==> config.mk <==
export PLATFORM = sky130hd
export DESIGN_NAME = gbi_ctrl
export DESIGN_NICKNAME = d
export VERILOG_FILES = /design/src/hw/rtl/gbi_pkg.sv /design/src/hw/rtl/gbi_ctrl.sv
export SDC_FILE = /design/constraint.sdc
export NUM_CORES = 1
export LEC_CHECK = 0
export CAP_MARGIN = 20
export CORE_MARGIN = 3
export CORE_UTILIZATION = 42
export CTS_CLUSTER_DIAMETER = 50
export CTS_CLUSTER_SIZE = 10
export DETAILED_ROUTE_END_ITERATION = 10
export DONT_BUFFER_PORTS = 1
export MAX_ROUTING_LAYER = met4
export SETUP_SLACK_MARGIN = 0.02
export SLEW_MARGIN = 20
export SYNTH_ARGS = -nofsm -noshare
export SYNTH_HDL_FRONTEND = slang
export SYNTH_SLANG_ARGS = --single-unit
==> constraint.sdc <==
create_clock -name clock -period 2.55 [get_ports clock]
set_input_delay 0.1275 -clock clock [delete_from_list [all_inputs] [get_ports clock]]
set_output_delay 0.1275 -clock clock [all_outputs]
set_load 0.02 [all_outputs]
==> src/hw/rtl/gbi_pkg.sv <==
// Shared constants, codes and control structures of the grid interpolator.
package gbi_pkg;

   localparam int MAX_HEIGHTS_DEF = 64;
   localparam int MAX_ANGLES_DEF  = 64;

   localparam int REQ_TDATA_W = 112;
   localparam int RSP_TDATA_W = 32;
   localparam int COUNT_W     = 7;
   localparam int VALUE_W     = 32;
   localparam int SLOT_W      = 6;
   localparam int WEIGHT_W    = 17;

   localparam logic [WEIGHT_W-1:0] WEIGHT_ONE = 17'h10000;

   localparam logic [1:0] CMD_WR_HEIGHT  = 2'd0;
   localparam logic [1:0] CMD_WR_ANGLE   = 2'd1;
   localparam logic [1:0] CMD_WR_PROFILE = 2'd2;
   localparam logic [1:0] CMD_QUERY      = 2'd3;

   localparam logic CSR_HEIGHT_COUNT = 1'b0;
   localparam logic CSR_ANGLE_COUNT  = 1'b1;

   localparam logic AXIS_ANGLE  = 1'b0;
   localparam logic AXIS_HEIGHT = 1'b1;

   localparam logic [1:0] TERM_LAST = 2'd3;

   typedef struct packed {
      logic       store;
      logic       capture;
      logic       scan_init;
      logic       scan_en;
      logic       div_en;
      logic       axis;
      logic       mac_rd;
      logic       mac_mul;
      logic       mac_acc;
      logic       out_load;
      logic [1:0] term;
   } ctl_type;

   typedef struct packed {
      logic scan_done;
      logic at_end;
      logic div_done;
   } sts_type;

endpackage

==> src/hw/rtl/gbi_ctrl.sv <==
// Sequencing state machine: load command acceptance and the scan, divide and accumulate steps of one query.
module gbi_ctrl (
   input  logic             clock,
   input  logic             reset,
   input  logic             req_tvalid,
   output logic             req_tready,
   input  logic [1:0]       req_cmd,
   output logic             rsp_tvalid,
   input  logic             rsp_tready,
   output gbi_pkg::ctl_type ctl,
   input  gbi_pkg::sts_type sts
);

   typedef enum logic [6:0] {
      S_IDLE = 7'b0000001,
      S_SCAN = 7'b0000010,
      S_DIV  = 7'b0000100,
      S_RD   = 7'b0001000,
      S_MUL  = 7'b0010000,
      S_ACC  = 7'b0100000,
      S_FIN  = 7'b1000000
   } state_type;

   state_type  state_ff, state_in;
   logic       axis_ff, axis_in;
   logic [1:0] term_ff, term_in;
   logic       rsp_tvalid_ff, rsp_tvalid_in;
   logic       accept;

   assign req_tready = (state_ff == S_IDLE);
   assign accept     = req_tvalid && req_tready;
   assign rsp_tvalid = rsp_tvalid_ff;

   always_comb begin
      state_in      = state_ff;
      axis_in       = axis_ff;
      term_in       = term_ff;
      rsp_tvalid_in = rsp_tvalid_ff && !rsp_tready;
      ctl           = '0;
      ctl.axis      = axis_ff;
      ctl.term      = term_ff;
      unique case (state_ff)
         S_IDLE: begin
            if (accept) begin
               ctl.store = 1'b1;
               if (req_cmd == gbi_pkg::CMD_QUERY) begin
                  ctl.capture   = 1'b1;
                  ctl.scan_init = 1'b1;
                  axis_in       = gbi_pkg::AXIS_ANGLE;
                  state_in      = S_SCAN;
               end
            end
         end
         S_SCAN: begin
            ctl.scan_en = 1'b1;
            if (sts.scan_done) begin
               if (!sts.at_end) begin
                  state_in = S_DIV;
               end else if (axis_ff == gbi_pkg::AXIS_ANGLE) begin
                  axis_in       = gbi_pkg::AXIS_HEIGHT;
                  ctl.scan_init = 1'b1;
               end else begin
                  term_in  = '0;
                  state_in = S_RD;
               end
            end
         end
         S_DIV: begin
            ctl.div_en = 1'b1;
            if (sts.div_done) begin
               if (axis_ff == gbi_pkg::AXIS_ANGLE) begin
                  axis_in       = gbi_pkg::AXIS_HEIGHT;
                  ctl.scan_init = 1'b1;
                  state_in      = S_SCAN;
               end else begin
                  term_in  = '0;
                  state_in = S_RD;
               end
            end
         end
         S_RD: begin
            ctl.mac_rd = 1'b1;
            state_in   = S_MUL;
         end
         S_MUL: begin
            ctl.mac_mul = 1'b1;
            state_in    = S_ACC;
         end
         S_ACC: begin
            ctl.mac_acc = 1'b1;
            if (term_ff == gbi_pkg::TERM_LAST) begin
               state_in = S_FIN;
            end else begin
               term_in  = term_ff + 2'd1;
               state_in = S_RD;
            end
         end
         S_FIN: begin
            if (!rsp_tvalid_ff || rsp_tready) begin
               ctl.out_load  = 1'b1;
               rsp_tvalid_in = 1'b1;
               state_in      = S_IDLE;
            end
         end
         default: begin
            state_in = S_IDLE;
         end
      endcase
   end

   always_ff @(posedge clock) begin
      if (reset) begin
         state_ff      <= S_IDLE;
         axis_ff       <= gbi_pkg::AXIS_ANGLE;
         term_ff       <= '0;
         rsp_tvalid_ff <= 1'b0;
      end else begin
         state_ff      <= state_in;
         axis_ff       <= axis_in;
         term_ff       <= term_in;
         rsp_tvalid_ff <= rsp_tvalid_in;
      end
   end

endmodule

==> impl_metrics.csv <==
group,metric,value,unit
outcome,status,"finished clean",
place,place_area,788.3,µm²
clock_network,post_cts_buffers,0,
power_and_ir_drop,ir_drop,294.4,µV
logic_synthesis,avgSynthCellArea,8.405,µm²
routing,wl_per_cell,15.10,µm
power_and_ir_drop,p_per_area,705.2,nW/µm²
logic_synthesis,synth_top_area_share,0.2848,
timing,setup_tns,0,ps
clock_network,cts.sinks,11,
worst_setup_path,worstPathArrival,1980,ps
clock_network,clkTransAtPathRegs,70,ps
logic_synthesis,syn_nets,102,
routing,firstDrtPassIters,4,
logic_synthesis,ys.flop_type,"dfxtp_1",
routing,wl,1797,µm
timing,rsz0062_at_grt,"false",
power_and_ir_drop,leakagePower,0.2876,nW
clock_network,post_cts_resized,0,
global_route,track_usage,0.1694,
logic_synthesis,yosysTopAreaCell,"dfxtp_1",
timing,period_share,0.8246,
routing,route.detailed.drc,0,
clock_network,htreeDepth,1,
global_route,grt_pass1_vias,650,
timing,worstMarginPinSlew,652.4,ps
job,maxCapViolations,0,
place,io_buffers,0,
logic_synthesis,synth.distinct_cells,42,
floorplanning,die_area,2392,µm²
logic_synthesis,synth-edff-count,0,
logic_synthesis,yosys-top-cells-area,"dfxtp_1, nand2b_1, mux2i_1, nor3_1, nor2_1",
logic_synthesis,yosysMostFrequentCell,"dfxtp_1",
worst_setup_path,startpoint,"state_ff[0]$_SDFFE_PP1P_",
timing,setup_slack,447.2,ps
timing,skew,3.707,ps
worst_setup_path,worst_setup_path_start_kind,"register",
logic_synthesis,synthesis.instances,92,
hold_path,hold_path.class,"primary input to register",
layout,fin_area,824.5,µm²
clock_network,worstSkewPairLatency,270,ps
global_route,antenna_found_initial,0,
hold_path,holdCritStartpoint,"reset",
timing,slew_violations,0,
routing,vias_per_cell,5.857,
worst_setup_path,path_class,"register to primary output",
worst_setup_path,r2r-start,"state_ff[6]$_SDFFE_PP0P_",
layout,area_growth,6.634,%
timing,fmaxAchievable,475.5,MHz
timing,hold_viol_final,0,
timing,period_needed,2103,ps
floorplanning,start_util,0.4798,
global_route,overflow,0,
layout,drive_gt1_frac,0.1368,
logic_synthesis,yosysWarnings,0,
place,place_hpwl,1249,µm
logic_synthesis,synth-seq-area-share,0.2848,
routing,vias,697,
logic_synthesis,syn_area,773.2,µm²
clock_network,numCtsBuffers,3,
logic_synthesis,ys_ff_latch,11,
place,preCtsSetupSlack,603.1,ps
floorplanning,rows,14,
layout,nets,106,
timing,setup_viol,0,
routing,drtIter0Drc,10,
global_route,grt_pass1_wl,3105,µm
clock_network,clock_path_buffers,2,
worst_setup_path,path_max_fanout,16,
logic_synthesis,netlist_top_cells_count,"dfxtp_1, nor2_1, nor3_1",
floorplanning,core,1612,µm²
layout,utilization,0.5116,
timing,whs,30.38,ps
clock_network,cts_tree,"yes",
logic_synthesis,async_flop_share,0,
floorplanning,die_y,48.91,µm
global_route,grt_max_degree,17,
place,routabilityCongestion,0.8457,
timing,relSlewSlack,0.5617,
routing,drtAntennaViolNets,0,
clock_network,cts-root-buf,"clkbuf_4",
floorplanning,ioPinCount,23,
worst_setup_path,cp-end-kind,"primary output",
layout,insertedDiodeCount,0,
floorplanning,die_x,48.91,µm
worst_setup_path,crit_required,2420,ps
-- metrics by stage --
step           total power [W]  cells
4_1_cts              0.0005872    119
5_1_grt              0.0006252    119
2_1_floorplan        0.0004141     92
3_5_place_dp         0.0004601    114
6_report             0.0005815    119
3_3_place_gp         0.0004575    114
-- sequential cells by signal (all words and copies together) (netlist names) --
name,flops
state_ff,7
axis_ff,1
rsp_tvalid,1
term_ff,2
-- path summary, 6_finish.rpt --
path	endpoint	slack (ps)	cells after the start
worst min register to register	state_ff[4]$_SDFFE_PP0P_	580	2
worst max register to register	state_ff[1]$_SDFFE_PP0P_	580	4
worst min-delay path	state_ff[2]$_SDFFE_PP0P_	30	2
worst max-delay path	ctl[9]	450	4
-- layout by cell type (no fill, tap or decap), types with 3 or more instances in the layout --
cell type / n
a211oi_1: 3
a21oi_1: 3
buf_4: 4
clkbuf_4: 3
dfxtp_1: 11
mux2i_1: 3
nand2_1: 3
nand2b_1: 5
nand3_1: 3
nor2_1: 7
nor2b_1: 4
nor3_1: 6
nor4_1: 3
o21ai_0: 3
-- repair_timing --
action	in CTS	in global routing
setup endpoints to repair	0	0
hold buffers	1	0
endpoints found under the hold margin	8	0
-- worst max-delay path: stages, from the launching register on --
cell	delay, ps
dfxtp_1	630
or3b_2	520
nor3_1	190
buf_4	170
a21o_1	190
-- power by group --
part | internal (W) | total, W | switching, W | leakage (nW)
registers | 0.000185 | 0.000232 | 0.0000474 | 0.0891
logic | 0.000109 | 0.000227 | 0.000119 | 0.184
clock network | 0.0000606 | 0.000122 | 0.0000616 | 0.0150
-- routing by layer --
metal | share of wire | vias up | global-route usage | routed length, µm
li1 | - | 352 | - | -
met1 | 0.49 | 320 | 0.2210 | 883
met2 | 0.43 | 23 | 0.2466 | 779
met3 | 0.068 | 2 | 0.07034 | 123
met4 | 0.0056 | 0 | 0.02844 | 10
met5 | 0 | - | - | 0
-- cells by family after synthesis --
group                      synth area share
AOI/OAI and AO/OA                    0.2055
adders and majority gates           0.01618
buffers and inverters               0.06796
DFF                                  0.2848
muxes                               0.03884
and+or+nand+nor                      0.3867
-- final cells by class --
type | count | area, µm²
Clock buffer | 4 | 26.28
Fill cell | 174 | 787.0
Inverter | 2 | 7.507
Multi-Input combinational cell | 73 | 500.5
Sequential cell | 11 | 220.2
Tap cell | 24 | 30.03
Timing Repair Buffer | 5 | 40.04
Power figures use the tool's default switching activity.
